[src/rtl/core/assert_macros.svh]
// assertion macros for the ray segment hit core
// expects a clock named clk and an active-low reset named rst_n in scope
`ifndef ASSERT_MACROS_SVH
`define ASSERT_MACROS_SVH
`ifndef NO_ASSERTIONS
`define RSNH_ASSERT_IMP(lbl, ante, cons) \
  lbl: assert property (@(posedge clk) disable iff (!rst_n) (ante) |-> (cons)) \
    else $error("assertion failed");
`define RSNH_ASSERT_NXT(lbl, ante, cons) \
  lbl: assert property (@(posedge clk) disable iff (!rst_n) (ante) |=> (cons)) \
    else $error("assertion failed");
`else
`define RSNH_ASSERT_IMP(lbl, ante, cons)
`define RSNH_ASSERT_NXT(lbl, ante, cons)
`endif
`endif

[src/rtl/core/rsnh_pkg.sv]
// shared types and constants for the ray segment nearest hit core
// no dependencies
`timescale 1ns / 1ps
package rsnh_pkg;
  localparam int COORD_WIDTH_DEF   = 24;
  localparam int DIR_FRAC_BITS_DEF = 14;
  localparam int DIR_WIDTH         = 16;
  localparam int LEN_WIDTH         = 23;
  localparam int THR_WIDTH         = 16;
  localparam logic [THR_WIDTH-1:0] THR_RESET = 16'd1;

  typedef enum logic [2:0] {
    S_IDLE,
    S_MUL,
    S_TEST,
    S_DIV,
    S_EMIT
  } state_t;

  // divider status toward the sequencer
  typedef struct packed {
    logic busy;
    logic done;
    logic sat;
  } div_stat_t;
endpackage

[src/rtl/core/ray_segment_nearest_hit_unit.sv]
// channel | direction | payload
// in_     | slave     | tdata: origin, direction, max length, segment; tuser first; tlast last
// out_    | master    | tdata: distance; tuser: hit
// cfg_    | write     | parallel threshold, 16 bit
//
// per word: the word is taken, six products go through one shared multiplier, then
// the serial divider produces one quotient bit per cycle; a saturating quotient
// skips the divider loop, and a skipped segment bypasses the divider altogether.
// reset is synchronous and clears control state.
// a new word is taken while a result waits in the output register; a second result
// stalls the sequencer until the first is taken.
// depends on rsnh_pkg, rsnh_div, assert_macros.svh
`timescale 1ns / 1ps
`include "assert_macros.svh"
module ray_segment_nearest_hit_unit #(
  parameter int COORD_WIDTH   = rsnh_pkg::COORD_WIDTH_DEF,
  parameter int DIR_FRAC_BITS = rsnh_pkg::DIR_FRAC_BITS_DEF,
  localparam int IN_DW = ((6 * COORD_WIDTH + 2 * rsnh_pkg::DIR_WIDTH
                          + rsnh_pkg::LEN_WIDTH + 7) / 8) * 8
) (
  input  logic                            clk,
  input  logic                            rst_n,
  // origin_x, origin_y, dir_x, dir_y, max_length,
  // seg_start_x, seg_start_y, seg_end_x, seg_end_y, zero fill
  input  logic [IN_DW-1:0]                in_tdata,
  input  logic                            in_tuser,   // first_segment
  input  logic                            in_tlast,   // last_segment
  input  logic                            in_tvalid,
  output logic                            in_tready,
  // distance, zero fill
  output logic [23:0]                     out_tdata,
  output logic                            out_tuser,  // hit
  output logic                            out_tvalid,
  input  logic                            out_tready,
  input  logic                            cfg_we,
  input  logic [rsnh_pkg::THR_WIDTH-1:0]  cfg_wdata
);
  import rsnh_pkg::*;

  localparam int CW   = COORD_WIDTH;
  localparam int DW   = CW + 1;
  localparam int MW   = (DW > DIR_WIDTH) ? DW : DIR_WIDTH;
  localparam int AW   = 2 * MW + 1;
  localparam int QW   = CW - 1;
  localparam int CMPW = (QW > LEN_WIDTH) ? QW : LEN_WIDTH;
  localparam int OB_DY = 2 * CW + DIR_WIDTH;
  localparam int OB_ML = 2 * CW + 2 * DIR_WIDTH;
  localparam int OB_SX = OB_ML + LEN_WIDTH;

  // input field slices
  logic signed [CW-1:0]        f_ox, f_oy, f_sx, f_sy, f_ex, f_ey;
  logic signed [DIR_WIDTH-1:0] f_dx, f_dy;
  logic [LEN_WIDTH-1:0]        f_ml;

  assign f_ox = in_tdata[CW-1:0];
  assign f_oy = in_tdata[2*CW-1:CW];
  assign f_dx = in_tdata[2*CW+DIR_WIDTH-1:2*CW];
  assign f_dy = in_tdata[OB_DY+DIR_WIDTH-1:OB_DY];
  assign f_ml = in_tdata[OB_ML+LEN_WIDTH-1:OB_ML];
  assign f_sx = in_tdata[OB_SX+CW-1:OB_SX];
  assign f_sy = in_tdata[OB_SX+2*CW-1:OB_SX+CW];
  assign f_ex = in_tdata[OB_SX+3*CW-1:OB_SX+2*CW];
  assign f_ey = in_tdata[OB_SX+4*CW-1:OB_SX+3*CW];

  state_t state_r, state_nxt;

  logic signed [DW-1:0]        v1x_r, v1y_r, v2x_r, v2y_r;
  logic signed [DIR_WIDTH-1:0] dx_r, dy_r;
  logic [LEN_WIDTH-1:0]        ml_r;
  logic                        last_r;
  logic [THR_WIDTH-1:0]        thr_r;
  logic [LEN_WIDTH-1:0]        best_r, best_nxt;
  logic                        any_r, any_nxt;
  logic [2:0]                  step_r;
  logic signed [2*MW-1:0]      prod_r;
  logic [1:0]                  psel_r;
  logic                        pneg_r;
  logic signed [AW-1:0]        den_r, num1_r, num2_r;
  logic [LEN_WIDTH-1:0]        odist_r;
  logic                        ohit_r, ovalid_r;

  logic                        accept;
  logic signed [MW-1:0]        op_a, op_b;
  logic signed [AW-1:0]        prod_ext;
  logic [AW-1:0]               mden, mnum1, mnum2;
  logic                        dneg, t1_ok, t2_ok, seg_ok;
  logic                        div_start;
  logic [QW-1:0]               div_q;
  div_stat_t                   div_st;
  logic [CMPW-1:0]             q_ext, best_ext;
  logic                        out_free, emit_load;

  assign accept = in_tvalid && in_tready;

  // next state
  always_comb begin
    state_nxt = state_r;
    case (state_r)
      S_IDLE: if (in_tvalid) state_nxt = S_MUL;
      S_MUL:  if (step_r == 3'd6) state_nxt = S_TEST;
      S_TEST: state_nxt = seg_ok ? S_DIV : S_EMIT;
      S_DIV:  if (div_st.done) state_nxt = S_EMIT;
      S_EMIT: if (!last_r || out_free) state_nxt = S_IDLE;
      default: state_nxt = S_IDLE;
    endcase
  end

  // outputs of the sequencer
  always_comb begin
    in_tready = 1'b0;
    div_start = 1'b0;
    emit_load = 1'b0;
    case (state_r)
      S_IDLE: in_tready = 1'b1;
      S_TEST: div_start = seg_ok;
      S_EMIT: emit_load = last_r && out_free;
      default: ;
    endcase
  end

  always_ff @(posedge clk) begin
    if (!rst_n) state_r <= S_IDLE;
    else        state_r <= state_nxt;
  end

  // operand select for the shared multiplier
  always_comb begin
    case (step_r)
      3'd0: begin op_a = MW'(v2y_r); op_b = MW'(dx_r);  end
      3'd1: begin op_a = MW'(v2x_r); op_b = MW'(dy_r);  end
      3'd2: begin op_a = MW'(v2x_r); op_b = MW'(v1y_r); end
      3'd3: begin op_a = MW'(v2y_r); op_b = MW'(v1x_r); end
      3'd4: begin op_a = MW'(v1y_r); op_b = MW'(dx_r);  end
      3'd5: begin op_a = MW'(v1x_r); op_b = MW'(dy_r);  end
      default: begin op_a = '0; op_b = '0; end
    endcase
  end

  assign prod_ext = AW'(prod_r);

  // magnitudes and the hit tests
  assign mden  = den_r[AW-1]  ? AW'(-den_r)  : AW'(den_r);
  assign mnum1 = num1_r[AW-1] ? AW'(-num1_r) : AW'(num1_r);
  assign mnum2 = num2_r[AW-1] ? AW'(-num2_r) : AW'(num2_r);
  assign dneg  = den_r[AW-1];
  assign t1_ok = (num1_r == '0) || (num1_r[AW-1] == dneg);
  assign t2_ok = ((num2_r == '0) || (num2_r[AW-1] == dneg)) && (mnum2 <= mden);
  assign seg_ok = (mden != '0) && (mden >= AW'(thr_r)) && t1_ok && t2_ok;

  // divider captures the magnitudes at its start
  rsnh_div #(
    .NW   (AW),
    .QW   (QW),
    .FRAC (DIR_FRAC_BITS)
  ) u_div (
    .clk   (clk),
    .rst_n (rst_n),
    .start (div_start),
    .num   (mnum1),
    .den   (mden),
    .quo   (div_q),
    .stat  (div_st)
  );

  assign q_ext    = CMPW'(div_q);
  assign best_ext = CMPW'(best_r);
  assign out_free = !ovalid_r || out_tready;

  // running minimum and hit flag
  always_comb begin
    best_nxt = best_r;
    any_nxt  = any_r;
    if (accept && in_tuser) begin
      best_nxt = f_ml;
      any_nxt  = 1'b0;
    end else if (state_r == S_DIV && div_st.done && q_ext <= best_ext) begin
      best_nxt = q_ext[LEN_WIDTH-1:0];
      any_nxt  = 1'b1;
    end
  end

  // control registers
  always_ff @(posedge clk) begin
    if (!rst_n) begin
      thr_r    <= THR_RESET;
      best_r   <= '0;
      any_r    <= 1'b0;
      ovalid_r <= 1'b0;
      step_r   <= '0;
    end else begin
      if (cfg_we) thr_r <= cfg_wdata;
      best_r <= best_nxt;
      any_r  <= any_nxt;
      if (emit_load)       ovalid_r <= 1'b1;
      else if (out_tready) ovalid_r <= 1'b0;
      if (state_r == S_MUL) step_r <= step_r + 3'd1;
      else                  step_r <= '0;
    end
  end

  // datapath registers
  always_ff @(posedge clk) begin
    if (accept) begin
      v1x_r  <= DW'(f_ox) - DW'(f_sx);
      v1y_r  <= DW'(f_oy) - DW'(f_sy);
      v2x_r  <= DW'(f_ex) - DW'(f_sx);
      v2y_r  <= DW'(f_ey) - DW'(f_sy);
      dx_r   <= f_dx;
      dy_r   <= f_dy;
      ml_r   <= f_ml;
      last_r <= in_tlast;
      den_r  <= '0;
      num1_r <= '0;
      num2_r <= '0;
    end
    if (state_r == S_MUL) begin
      prod_r <= op_a * op_b;
      psel_r <= step_r[2:1];
      pneg_r <= step_r[0];
      if (step_r != 3'd0) begin
        case (psel_r)
          2'd0: den_r  <= pneg_r ? den_r  - prod_ext : den_r  + prod_ext;
          2'd1: num1_r <= pneg_r ? num1_r - prod_ext : num1_r + prod_ext;
          2'd2: num2_r <= pneg_r ? num2_r - prod_ext : num2_r + prod_ext;
          default: ;
        endcase
      end
    end
    if (emit_load) begin
      odist_r <= any_r ? best_r : ml_r;
      ohit_r  <= any_r;
    end
  end

  assign out_tdata  = {1'b0, odist_r};
  assign out_tuser  = ohit_r;
  assign out_tvalid = ovalid_r;

  `RSNH_ASSERT_IMP(a_div_done_in_div, div_st.done, state_r == S_DIV)
  `RSNH_ASSERT_IMP(a_accept_idle, accept, !div_st.busy)
  `RSNH_ASSERT_NXT(a_emit_valid, emit_load, out_tvalid)
  `RSNH_ASSERT_IMP(a_hit_clear, $fell(any_r), $past(accept && in_tuser))
endmodule

[src/rtl/core/rsnh_div.sv]
// radix-2 restoring divider, one quotient bit per cycle, saturating
// computes min(floor(num * 2^FRAC / den), 2^QW - 1); uses rsnh_pkg
`timescale 1ns / 1ps
module rsnh_div #(
  parameter int NW   = 33,
  parameter int QW   = 23,
  parameter int FRAC = 14
) (
  input  logic                clk,
  input  logic                rst_n,
  input  logic                start,
  input  logic [NW-1:0]       num,
  input  logic [NW-1:0]       den,
  output logic [QW-1:0]       quo,
  output rsnh_pkg::div_stat_t stat
);
  import rsnh_pkg::*;

  localparam int XW = NW + FRAC;
  localparam int CW = $clog2(QW + 1);

  logic [XW-1:0] scaled;
  logic [XW-1:0] high_part;
  logic          sat_now;
  logic [NW:0]   trial;
  logic          fits;

  logic [NW-1:0] rem_r, rem_nxt;
  logic [QW-1:0] low_r, low_nxt;
  logic [QW-1:0] q_r, q_nxt;
  logic [NW-1:0] den_r, den_nxt;
  logic [CW-1:0] cnt_r, cnt_nxt;
  logic          busy_r, busy_nxt;
  logic          done_r, done_nxt;
  logic          sat_r, sat_nxt;

  // dividend shifted by the fraction bits, split into a high part and serial low bits
  assign scaled    = {num, {FRAC{1'b0}}};
  assign high_part = scaled >> QW;
  assign sat_now   = (high_part >= XW'(den));

  // one trial subtract per cycle
  assign trial = {rem_r, low_r[QW-1]};
  assign fits  = (trial >= {1'b0, den_r});

  always_comb begin
    rem_nxt  = rem_r;
    low_nxt  = low_r;
    q_nxt    = q_r;
    den_nxt  = den_r;
    cnt_nxt  = cnt_r;
    busy_nxt = busy_r;
    done_nxt = 1'b0;
    sat_nxt  = sat_r;
    if (start) begin
      den_nxt = den;
      rem_nxt = high_part[NW-1:0];
      low_nxt = scaled[QW-1:0];
      q_nxt   = '0;
      cnt_nxt = CW'(QW);
      sat_nxt = sat_now;
      if (sat_now) begin
        q_nxt    = '1;
        done_nxt = 1'b1;
      end else begin
        busy_nxt = 1'b1;
      end
    end else if (busy_r) begin
      rem_nxt = fits ? NW'(trial - {1'b0, den_r}) : trial[NW-1:0];
      low_nxt = {low_r[QW-2:0], 1'b0};
      q_nxt   = {q_r[QW-2:0], fits};
      cnt_nxt = cnt_r - 1'b1;
      if (cnt_r == CW'(1)) begin
        busy_nxt = 1'b0;
        done_nxt = 1'b1;
      end
    end
  end

  always_ff @(posedge clk) begin
    if (!rst_n) begin
      busy_r <= 1'b0;
      done_r <= 1'b0;
      cnt_r  <= '0;
    end else begin
      busy_r <= busy_nxt;
      done_r <= done_nxt;
      cnt_r  <= cnt_nxt;
    end
  end

  always_ff @(posedge clk) begin
    rem_r <= rem_nxt;
    low_r <= low_nxt;
    q_r   <= q_nxt;
    den_r <= den_nxt;
    sat_r <= sat_nxt;
  end

  assign quo       = q_r;
  assign stat.busy = busy_r;
  assign stat.done = done_r;
  assign stat.sat  = sat_r;
endmodule
[config.mk]
export PLATFORM = sky130hd
export DESIGN_NAME = ray_segment_nearest_hit_unit
export DESIGN_NICKNAME = d
export VERILOG_FILES = /design/src/rtl/core/rsnh_pkg.sv /design/src/rtl/core/ray_segment_nearest_hit_unit.sv /design/src/rtl/core/rsnh_div.sv
export VERILOG_INCLUDE_DIRS = /design/src /design/src/rtl/core
export SDC_FILE = /design/constraint.sdc
export NUM_CORES = 2
export LEC_CHECK = 0
export BUFFER_PORTS_ARGS = -buffer_cell sky130_fd_sc_hd__buf_2
export CORE_ASPECT_RATIO = 0.6
export CORE_UTILIZATION = 50
export CTS_CLUSTER_DIAMETER = 40
export DETAILED_ROUTE_END_ITERATION = 16
export GPL_TIMING_DRIVEN = 0
export PLACE_DENSITY = 0.73
export SLEW_MARGIN = 15
export SYNTH_ARGS = -nofsm -noshare
export SYNTH_HDL_FRONTEND = slang
export SYNTH_SLANG_ARGS = --single-unit
[constraint.sdc]
create_clock -name clk -period 8.25 [get_ports clk]
set_clock_uncertainty 0.1 [all_clocks]
set_input_delay 1.2375 -clock clk [delete_from_list [all_inputs] [get_ports clk]]
set_output_delay 1.2375 -clock clk [all_outputs]
set_load 0.1 [all_outputs]
==> flow_summary_export.csv <==
group,metric,value,unit
outcome,status,"complete, but fails checks",
outcome,violations,"antenna rules, setup timing",
final_layout,final_nets,9426,
logic_synthesis,avgSynthCellArea,8.88,um2
sta,final.setup.worst_slack,-1.23,ns
clocking,holdBufCountCts,0,
setup_path,crit_family,"adder cells",
logic_synthesis,synthTopCellsByArea,"fa_1, edfxtp_1, ha_1",
logic_synthesis,yosys.cell_count.top_type,"inv_1",
global_routing,grt_pass1_wl,399000,um
clocking,tritoncts,"done",
global_routing,grtUsageMet2,44.1,%
global_routing,grt_max_degree,93,
logic_synthesis,synth_edf_count,358,
logic_synthesis,synth_top_area_share,20.0,%
logic_synthesis,ys_top_cells_by_count,"inv_1, nand2_1, fa_1, ha_1, nor2_1",
clocking,clk_path_buf_depth,3,
detailed_routing,num_vias,61690,
clocking,clk_latency,0.74,ns
place,postPlaceCellArea,70900,um2
job,drv_cap,0,
logic_synthesis,ys_async_sr_fraction,0,%
final_layout,fill_cells,11642,
logic_synthesis,synth_cells,7497,
place,dp_hpwl,238000,um
floorplanning,core_area,132000,um2
sta,slew_headroom,4.46,%
logic_synthesis,synthesis.area,66600,um2
clocking,cts.clk_slew.worst_paths,0.06,ns
floorplanning,dieArea,135000,um2
final_layout,fin_area,77100,um2
sta,fmax,0.105,GHz
final_layout,syn_to_final_growth,15.9,%
place,place_congestion,1.11,
global_routing,grtUsageMet1,65.4,%
floorplanning,ioPinCount,250,
logic_synthesis,synth_top_cell_by_area,"fa_1",
sta,hold_viol,0,
detailed_routing,antenna_left,1,
logic_synthesis,yosys_register_bits,574,
global_routing,track_usage,41.5,%
min_path,hp-class,"flop to flop",
global_routing,grt_pass1_vias,56444,
sta,tightest_slew,1.42,ns
floorplanning,initial_core_util,50.5,%
setup_path,crit_path_top_delay_cell,"a222oi_1",
detailed_routing,drt_iter0_markers,8876,
setup_path,path_buf_inv,13,
detailed_routing,first_pass_iters,10,
setup_path,critPathMaxStageDelay,0.94,ns
setup_path,crit_required,8.54,ns
sta,rsz0062_at_grt,"true",
clocking,numCtsBuffers,89,
detailed_routing,viasPerCell,6.27,
logic_synthesis,synth_ff_type,"edfxtp_1",
logic_synthesis,synth_cell_types,98,
setup_path,critPathLaunchType,"flop",
global_routing,antenna_found_initial,29,
clocking,clock-sinks,574,
global_routing,grt_overflow,0,
floorplanning,dieHeight,285,um
clocking,cts_max_level,3,
final_layout,drive_gt1_share,13.0,%
detailed_routing,wire_per_inst,29.0,um
sta,finalCriticalPeriod,9.48,ns
global_routing,grt_util_met3,27.2,%
floorplanning,die_w,473,um
setup_path,cp-end-kind,"flop",
final_layout,ff_latch_area,15100,um2
detailed_routing,wl,285000,um
logic_synthesis,ys_seq_area_share,22.6,%
setup_path,path_class,"flop to flop",
setup_path,cp_data_arrival_time,9.77,ns
sta,fin_crit_sh,115,%
detailed_routing,post-route-drc-count,0,
final_layout,multi_input_comb_area,48300,um2
sta,slew_viol_final,0,
setup_path,cpMostUsedCell,"fa_1",
global_routing,busiest_layer,"met1",
place,numPortBuffers,246,
clocking,clockRootBuffer,"clkbuf_16",
logic_synthesis,yosysWarnings,0,
logic_synthesis,synth_fp_nets,8967,
floorplanning,rows,103,
setup_path,crit_fanout,8,
sta,finalSetupViolCount,58,
-- worst register-to-register path: cells and delay by family (launching register included) --
| kind | cells | cell delay [ns] |
|---|---|---|
| adder cells (fa/ha/maj) | 9 | 3.98 |
| multiplexers | 1 | 0.23 |
| buffers and inverters | 13 | 1.29 |
| AO/OA/AOI/OAI | 10 | 3.00 |
| AND/OR/NAND/NOR | 2 | 0.19 |
| flip-flops | 1 | 0.40 |
-- registers in the layout, summed over array words and instances, names as in the netlist, 50 cells and up --
register     cells
den_r           51
num1_r          51
prod_r          50
u_div.rem_r     51
num2_r          51
u_div.den_r     51
-- cell type report --
cell class              instances  area share [%]
diodes                         14          0.0454
plain buffers                 279            2.31
repair buffers                381            3.38
flip-flops and latches        574            19.6
well taps                    1785            2.90
clock buffers                  93            2.95
inverters                    1049            5.13
multi-input cells            5582            62.6
clock inverters                75            1.11
-- layer usage --
| layer | vias up | share of wire, % |
|---|---|---|
| li1 | 26650 | - |
| met1 | 30511 | 46 |
| met2 | 4173 | 32 |
| met3 | 336 | 21 |
| met4 | 20 | 1.6 |
| met5 | - | 0.11 |
-- final timing paths --
kind | start | endpoint | slack (ns) | cells after the start
min | any_r | out_tuser | 0.34 | 0
max reg2reg | step_r[1] | prod_r[41] | -1.23 | 35
min reg2reg | any_r | out_tuser | 0.34 | 0
max | step_r[1] | prod_r[41] | -1.23 | 35
-- kinds of logic (layout without fill, tap and decap cells) --
group | count (synthesis) | after routing | synth area share (%)
adder cells (fa/ha/maj) | 1247 | 1247 | 30.9
XOR/XNOR | 471 | 471 | 6.20
flip-flops | 574 | 574 | 22.6
multiplexers | 86 | 86 | 1.35
other | 1 | 15 | 0.00563
AND/OR/NAND/NOR | 2142 | 2143 | 15.1
buffers and inverters | 1342 | 1877 | 7.65
AO/OA/AOI/OAI | 1634 | 1634 | 16.1
-- metrics by stage --
| stage | setup WS [ns] | util [%] | instances | hold WS [ns] | setup TNS [ns] |
|---|---|---|---|---|---|
| floorplan | -0.0301 | - | 7497 | 0.306 | -0.0301 |
| global placement | -4.25 | 53.4 | 9528 | 0.316 | -690.79 |
| detailed placement | -3.79 | 53.8 | 9559 | 0.322 | -267.48 |
| CTS | -0.850 | 58.1 | 9802 | 0.342 | -12.85 |
| global route | -1.25 | 58.5 | 9821 | 0.346 | -25.42 |
| finish | -1.23 | 58.5 | 9832 | 0.342 | -22.73 |
-- cell usage in the layout (no fill, tap or decap), drive strengths merged, types with 230 or more instances in the layout --
cell type and instances:
inv 1074, nand2 718, fa 666, ha 581
nor2 564, buf 438, a21oi 394, o21ai 386
edfxtp 358, xnor2 343, clkbuf 314, nand3 230
-- what timing repair did --
action                     4_1_cts  5_1_grt
setup endpoints to repair      256      140
resized for setup              442       99
cloned                           2        1
setup buffers                   85       21
pin swaps                      114      102
Power is not shown: default switching activity piles up to over one toggle a cycle in this logic, so the estimate is an artifact.
